[src/hdl/two_level_page_table_inserter_top_defines.svh]
// assertion macros shared by the page table inserter modules
`ifndef TWO_LEVEL_PAGE_TABLE_INSERTER_TOP_DEFINES_SVH
`define TWO_LEVEL_PAGE_TABLE_INSERTER_TOP_DEFINES_SVH
`ifndef ASSERT_OFF
`define TLPT_ASSERT(lbl, clk, rstn, prop, msg) \
  lbl: assert property (@(posedge clk) disable iff (!rstn) (prop)) else $error(msg);
`define TLPT_ASSERT_IMP(lbl, clk, rstn, ante, cons, msg) \
  lbl: assert property (@(posedge clk) disable iff (!rstn) (ante) |-> (cons)) else $error(msg);
`define TLPT_ASSERT_NXT(lbl, clk, rstn, ante, cons, msg) \
  lbl: assert property (@(posedge clk) disable iff (!rstn) (ante) |=> (cons)) else $error(msg);
`else
`define TLPT_ASSERT(lbl, clk, rstn, prop, msg)
`define TLPT_ASSERT_IMP(lbl, clk, rstn, ante, cons, msg)
`define TLPT_ASSERT_NXT(lbl, clk, rstn, ante, cons, msg)
`endif
`endif

[src/hdl/tlpt_pkg.sv]
// shared constants, codes and control structs of the page table inserter
`default_nettype none
package tlpt_pkg;

  localparam int POOL_TABLES_DEF = 64;
  localparam int COARSE_ENTRIES  = 256;
  localparam int L1_DEPTH        = 4096;
  localparam int L1_AW           = 12;
  localparam int L2_AW           = 8;
  localparam int BASE_W          = 22;
  localparam int WORD_W          = 32;
  localparam int STATUS_W        = 3;
  localparam int SLOT_OUT_W      = 6;
  localparam int CODE_W          = 4;

  localparam logic [WORD_W-1:0] L1_DEFAULT   = 32'h0000_0010;
  localparam logic [11:0]       AP_ALL_RW    = 12'hFF0;
  localparam logic [1:0]        TYPE_NONE    = 2'b00;
  localparam logic [1:0]        TYPE_COARSE  = 2'b01;
  localparam logic [1:0]        TYPE_SMALL   = 2'b10;
  localparam logic [CODE_W-1:0] FAULT_PAGE    = 4'b0111;
  localparam logic [CODE_W-1:0] FAULT_SECTION = 4'b0101;
  localparam logic              KIND_INSERT  = 1'b0;

  localparam logic [STATUS_W-1:0] ST_INSERTED    = 3'd0;
  localparam logic [STATUS_W-1:0] ST_EXISTS      = 3'd1;
  localparam logic [STATUS_W-1:0] ST_DUPLICATE   = 3'd2;
  localparam logic [STATUS_W-1:0] ST_UNSUPPORTED = 3'd3;
  localparam logic [STATUS_W-1:0] ST_POOL_FULL   = 3'd4;
  localparam logic [STATUS_W-1:0] ST_UNKNOWN     = 3'd5;

  typedef struct packed {
    logic accept;
    logic eval1;
    logic eval2;
    logic load_out;
    logic clr_step;
  } cmd_t;

  typedef struct packed {
    logic clr_last;
    logic need_l2;
    logic out_busy;
  } st_t;

endpackage
`default_nettype wire

[src/hdl/tlpt_ctrl.sv]
// controller state machine: clearing sweep, item sequencing, result hand-off
`default_nettype none
`include "two_level_page_table_inserter_top_defines.svh"
module tlpt_ctrl import tlpt_pkg::*; (
  input  wire logic clk,
  input  wire logic rst_n,
  input  wire logic in_valid,
  output logic      in_ready,
  input  wire st_t  st,
  output cmd_t      cmd
);

  typedef enum logic [4:0] {
    S_CLEAR = 5'b00001,
    S_IDLE  = 5'b00010,
    S_EVAL1 = 5'b00100,
    S_EVAL2 = 5'b01000,
    S_DONE  = 5'b10000
  } state_t;

  state_t state_r, state_nxt;

  assign in_ready = (state_r == S_IDLE);

  always_comb begin
    state_nxt = state_r;
    cmd = '0;
    unique case (state_r)
      S_CLEAR: begin
        cmd.clr_step = 1'b1;
        if (st.clr_last) state_nxt = S_IDLE;
      end
      S_IDLE: begin
        if (in_valid) begin
          cmd.accept = 1'b1;
          state_nxt  = S_EVAL1;
        end
      end
      S_EVAL1: begin
        cmd.eval1 = 1'b1;
        state_nxt = st.need_l2 ? S_EVAL2 : S_DONE;
      end
      S_EVAL2: begin
        cmd.eval2 = 1'b1;
        state_nxt = S_DONE;
      end
      S_DONE: begin
        // wait until the output register can take the beat
        if (!st.out_busy) begin
          cmd.load_out = 1'b1;
          state_nxt    = S_IDLE;
        end
      end
      default: state_nxt = S_CLEAR;
    endcase
  end

  always_ff @(posedge clk) begin
    if (!rst_n) begin
      state_r <= S_CLEAR;
    end else begin
      state_r <= state_nxt;
    end
  end

  `TLPT_ASSERT(a_cmd_onehot, clk, rst_n,
    $onehot0({cmd.accept, cmd.eval1, cmd.eval2, cmd.load_out, cmd.clr_step}),
    "more than one datapath command at once")
  `TLPT_ASSERT_NXT(a_clear_to_idle, clk, rst_n, (state_r == S_CLEAR) && st.clr_last,
    state_r == S_IDLE, "clearing sweep did not end in idle")
  `TLPT_ASSERT_NXT(a_short_item, clk, rst_n, cmd.eval1 && !st.need_l2,
    state_r == S_DONE, "item without second-level read did not finish")

endmodule
`default_nettype wire

[config.mk]
export PLATFORM = sky130hd
export DESIGN_NAME = tlpt_ctrl
export DESIGN_NICKNAME = d
export VERILOG_FILES = /design/src/hdl/tlpt_pkg.sv /design/src/hdl/tlpt_ctrl.sv
export VERILOG_INCLUDE_DIRS = /design/src /design/src/hdl
export SDC_FILE = /design/constraint.sdc
export NUM_CORES = 1
export LEC_CHECK = 0
export ABC_AREA = 1
export BUFFER_PORTS_ARGS = -buffer_cell sky130_fd_sc_hd__buf_4
export CORE_AREA = 2 2 39 41
export DETAILED_ROUTE_END_ITERATION = 10
export DIE_AREA = 0 0 41 43
export PLACE_DENSITY = 0.57
export SLEW_MARGIN = 20
export SYNTH_ARGS = -nofsm -noshare
export SYNTH_HDL_FRONTEND = slang
export SYNTH_SLANG_ARGS = --single-unit
[constraint.sdc]
create_clock -name clk -period 1.05 [get_ports clk]
set_clock_uncertainty 0.2 [all_clocks]
set_input_delay 0.21 -clock clk [delete_from_list [all_inputs] [get_ports clk]]
set_output_delay 0.21 -clock clk [all_outputs]
set_load 0.005 [all_outputs]
==> results of run 1 <==
placed cells by master, fill, tap and decap left out, drive strengths merged:
cell type	Yosys	routed
nor4	1	1
nor2	10	10
nand2	8	8
clkbuf	0	4
dfxtp	5	5
nor3	1	1
a21oi	1	1
nand3	7	7
buf	0	21
nand4	1	1
dlygate4sd3	0	1
inv	12	12
critical path: cells and delay by family (launching register included):
| family | cells | cell delay [ns] |
|---|---|---|
| DFF | 1 | 0.33 |
| and+or+nand+nor | 3 | 0.40 |
| buffers and inverters | 1 | 0.11 |
metal layers:
metal  routed length [um]  track usage  up-vias
met5                    0            0        -
met4                   24        0.120        0
met3                   46       0.0628        2
met2                  466        0.175       11
met1                  359        0.113      159
li1                     -            -      191
metrics by stage:
step	area (sq um)	power, uW	hold WS, ns	util	instances
2_1_floorplan	320	353	0.0940	-	46
3_3_place_gp	430	425	0.240	0.311	74
3_5_place_dp	430	427	0.233	0.311	74
4_1_cts	558	721	0.0271	0.403	85
5_1_grt	598	763	0.0479	0.432	88
6_report	598	724	0.0319	0.432	88
power groups by stage:
stage          Clock (uW)  Sequential (uW)  Combinational, uW
3_5_place_dp            0              235                191
3_3_place_gp            0              235                190
5_1_grt               244              238                281
2_1_floorplan           0              232                121
4_1_cts               232              236                253
6_report              228              237                259
how the worst max path moves through the flow:
| stage | start | endpoint | slack (ns) | depth (start not counted) |
|---|---|---|---|---|
| global route | state_r[3]$_SDFFE_PN0P_ | cmd[1] | -0.50 | 4 |
| finish | state_r[3]$_SDFFE_PN0P_ | cmd[4] | -0.44 | 4 |
| CTS | state_r[1]$_SDFFE_PN0P_ | cmd[3] | -0.42 | 4 |
| floorplan | state_r[0]$_SDFFE_PN1P_ | state_r[0]$_SDFFE_PN1P_ | -0.05 | 6 |
| detailed placement | state_r[4]$_SDFFE_PN0P_ | cmd[4] | -0.19 | 4 |
| global placement | state_r[4]$_SDFFE_PN0P_ | cmd[4] | -0.17 | 4 |
timing repair:
action                                  4_1_cts  5_1_grt
endpoints found under the hold margin         2        0
pin swaps                                     9        8
hold buffers                                  1        0
buffers inserted                              6        3
endpoints found under the setup margin       11       11
gates resized for setup                      12        6
cell families after synthesis:
family / Yosys count / share of synthesized area
AND/OR/NAND/NOR: 28 / 0.512
flip-flops: 5 / 0.325
buffers and inverters: 12 / 0.146
AO/OA/AOI/OAI: 1 / 0.0162
cell type report:
type	instances	area [sq um]	share of cell area
Timing Repair Buffer	22	183	0.305
Tap cell	16	20.0	0.0335
Multi-Input combinational cell	29	213	0.356
Inverter	12	45.0	0.0753
Sequential cell	5	111	0.186
Clock buffer	4	26.3	0.0439
==> metrics.csv, run 1 <==
metric;value;unit
pwr-share-seq;0.327;
rows;14;
core;1380;sq um
outcome;finished with violations;
vias_per_cell;4.13;
p_leak;0.000302;uW
worst_pin_slew;0.192;ns
syn_inst;46;
ys_warn_count;0;
max_freq;671;MHz
power_frac_comb;0.358;
grt_util_all_layers;0.122;
worstHoldStart;rst_n;
clkTransAtPathRegs;0.05;ns
gr-total-overflow;0;
swShare;0.327;
setup_violations;10;
synth_top_area_cell;dfxtp_1;
powerDensity;1210;nW/um^2
grt_pass1_wl;1290;um
netlist_area;308;sq um
holdPathStages;3;
drc_errors;0;
io_buffers;11;
synth_top_area_share;0.325;
ys.flop_type;dfxtp_1;
internal-power;487;uW
hold_end;state_r[1]$_SDFFE_PN0P_;
top_register;state_r;
rr_worst_depth;8;
slew_headroom;0.871;
wl;897;um
setup_ws;-0.439;ns
cp_cell_sequence;nor2_4 > nand3_4 > nor2_2 > buf_4;
drv_cap;0;
vias;363;
layout-drive-gt1-share;0.708;
ys_ff_latch;5;
rsz0062_at_grt;true;
cp.arrival;1.08;ns
die_h;43;um
worst_setup_path_start_kind;flop;
final_antenna_net_count;0;
end_kind;output port;
fin_crit;1.49;ns
dp_hpwl;554;um
drt_iter0_drc;1;
gp_congestion;0.787;
firstDrtPassIters;2;
period_share;1.42;
wl_per_cell;10.2;um
max_stage_delay;0.33;ns
antenna_found_initial;0;
cts.path.max_buffers;2;
synthToLayoutAreaGrowth;94.3;%
clk_latency;0.24;ns
nFillCells;146;
avgSynthCellArea;6.69;sq um
hold_class;in2reg;
maxSlewViolCount;0;
violations;negative setup slack;
finalSetupTns;-3.82;ns
p_switching;236;uW
die_area;1760;sq um
vdd_ir_drop_max;0.977;mV
synth.distinct_cells;13;
finalHoldViolations;0;
largest_register_ffs;5;
crit_type;reg2out;
die_w;41;um
top_regs;state_r: 5 flops;
reg2reg_from;state_r[3]$_SDFFE_PN0P_;
worst_ep_required_time;0.64;ns
critPathMaxFanout;4;
io_pins;12;
h-tree-depth;1;
root_buffer;clkbuf_4;
grt_pass1_vias;330;
synth_edf_count;0;
num_antenna_cells;0;
yosys-top-cells-area;dfxtp_1 33%, nor2_4 11%, inv_1 8.5%, nor2_1 8.5%, nand3_1 8.1%;
yosysSeqAreaShare;0.325;
async_flop_share;0;
start_util;0.222;
dpl_worst_slack;-0.194;ns
r2r-end;state_r[0]$_SDFFE_PN1P_;
synthTopCellsByCount;7 x inv_1, 7 x nor2_1, 6 x nand2_1;
synth_nets;52;
slowest_stage;dfxtp_2;
grt_max_degree;5;
cts_num_sinks;5;
cts_buffers;3;
pwr-share-clk;0.315;
reg2reg_setup_slack;-0.39;ns
cts_tree;done;
nets;79;
(Power assumes the default switching activity.)
==> run 2, diff against run 1 <==
Settings changed: CELL_PAD_IN_SITES_DETAIL_PLACEMENT from default to 0, CELL_PAD_IN_SITES_GLOBAL_PLACEMENT from default to 2, CORE_AREA 2 2 39 41 to default, CORE_UTILIZATION from default to 19, DIE_AREA 0 0 41 43 to default, PLACE_DENSITY 0.57 to 0.78.
==> run 2 against run 1 <==
  * The flow still finishes with violations (negative setup slack)
  * Flip-flop and latch count stayed put
  * Register-to-register slack better by 0.08 ns
  * Setup slack improved by 0.0044 ns
  * Die area increased by 1.3%
  * Critical endpoint is now cmd[1]
  * Core utilization shrank 2.1 points
  * Non-clock buffer count grew 2
  * Final area is 3.6% higher
  * Wire length shrank 4.2%
  * Final cell count grew 2.3%
  * Combinational power grew 21%
==> metrics.csv, run 2 (synthesized netlist as in run 1, its figures left out) <==
metric;value;unit
wl_per_cell;9.54;um
drv_cap;0;
critPathMaxFanout;4;
clkTransAtPathRegs;0.04;ns
worst_setup_path_start_kind;flop;
cts.path.max_buffers;2;
die_w;42.3;um
drc_errors;0;
top_register;state_r;
start_util;0.204;
end_kind;output port;
grt_use_met2;0.166;
clk_latency;0.25;ns
root_buffer;clkbuf_4;
antenna_found_initial;0;
cp_cell_sequence;nor2_4 > nand3_2 > nor2_2 > buf_4;
powerDensity;1260;nW/um^2
multi_input_area;215;sq um
die_h;42.3;um
gr-usage-met1;0.126;
max_freq;673;MHz
io_buffers;11;
top_regs;state_r: 5 flops;
core;1510;sq um
grt_pass1_wl;1470;um
max_stage_delay;0.33;ns
dpl_cell_area;438;sq um
final_antenna_net_count;0;
vias_per_cell;4.19;
vdd_ir_drop_max;0.571;mV
slew_headroom;0.882;
worst_ep_required_time;0.64;ns
finalSetupTns;-3.38;ns
placed_cells;75;
nFillCells;157;
h-tree-depth;1;
setup_ws;-0.435;ns
cts_buffers;3;
rsz0062_at_grt;true;
gp_congestion;0.686;
grt_max_degree;5;
dp_hpwl;560;um
setup_violations;10;
design_area;619;sq um
largest_register_ffs;5;
period_share;1.41;
io_pins;12;
finalHoldViolations;0;
drt_iter0_drc;5;
wl;859;um
layout-drive-gt1-share;0.689;
nets;81;
rr_worst_depth;6;
grt_pass1_vias;352;
final_cell_mix;17 x buf_4, 7 x inv_1, 6 x nand2_1, 6 x buf_6, 5 x inv_2;
holdPathStages;3;
p_leak;0.000315;uW
hold_class;in2reg;
rows;14;
slowest_stage;dfxtp_2;
cp.arrival;1.07;ns
use_met3;0.0259;
final-seq-area;108;sq um
violations;negative setup slack;
cts_tree;done;
gr-max-usage-layer;met2;
synthToLayoutAreaGrowth;101;%
maxSlewViolCount;0;
num_antenna_cells;0;
die_area;1790;sq um
cts_num_sinks;5;
firstDrtPassIters;3;
final_common_cell;buf_4;
final_cells;90;
crit_type;reg2out;
worst_pin_slew;0.176;ns
grt_util_all_layers;0.114;
vias;377;
outcome;finished with violations;
fin_crit;1.48;ns
dpl_worst_slack;-0.181;ns
gr-total-overflow;0;
run 2: metal layers:
metal	share of wire	vias up
met5	0	-
met4	0.042	0
met3	0.061	4
met2	0.52	11
met1	0.38	166
li1	-	196
run 2: path summary, 6_finish.rpt:
path                                         startpoint                 endpoint  slack [ns]
worst max-delay path            state_r[3]$_SDFFE_PN0P_                   cmd[1]       -0.43
worst min-delay path                              st[1]  state_r[3]$_SDFFE_PN0P_        0.02
worst max register to register  state_r[0]$_SDFFE_PN1P_  state_r[3]$_SDFFE_PN0P_       -0.31
worst min register to register  state_r[0]$_SDFFE_PN1P_  state_r[2]$_SDFFE_PN0P_        0.39
run 2: worst max-delay path: cells and delay by family, from the launching register on:
kind	cells	cell delay, ns
simple gates	3	0.40
buf+inv	1	0.11
flops	1	0.33
run 2: power breakdown:
group          leakage (uW)  internal (uW)  switching [uW]
sequential        0.0000422            213            24.5
combinational      0.000258            173             140
clock             0.0000150            144            84.5
run 2: timing repair:
item | CTS | global route
endpoints found under the hold margin | 2 | 0
hold buffers | 1 | 0
setup buffers | 8 | 2
pin swaps | 7 | 8
setup endpoints to repair | 11 | 11
gates resized for setup | 13 | 5
run 2: cell type report:
type | count | share of cell area
Clock buffer | 4 | 0.0424
Inverter | 12 | 0.0727
Multi-Input combinational cell | 29 | 0.347
Sequential cell | 5 | 0.174
Tap cell | 16 | 0.0323
Timing Repair Buffer | 24 | 0.331
run 2: per-stage QoR:
step	util	hold slack, ns	total power [uW]
final	0.411	0.0204	779
after global placement	0.291	0.228	435
after floorplan	-	0.0940	353
after global routing	0.411	0.0212	834
after detailed placement	0.291	0.229	428
after CTS	0.388	0.0195	759
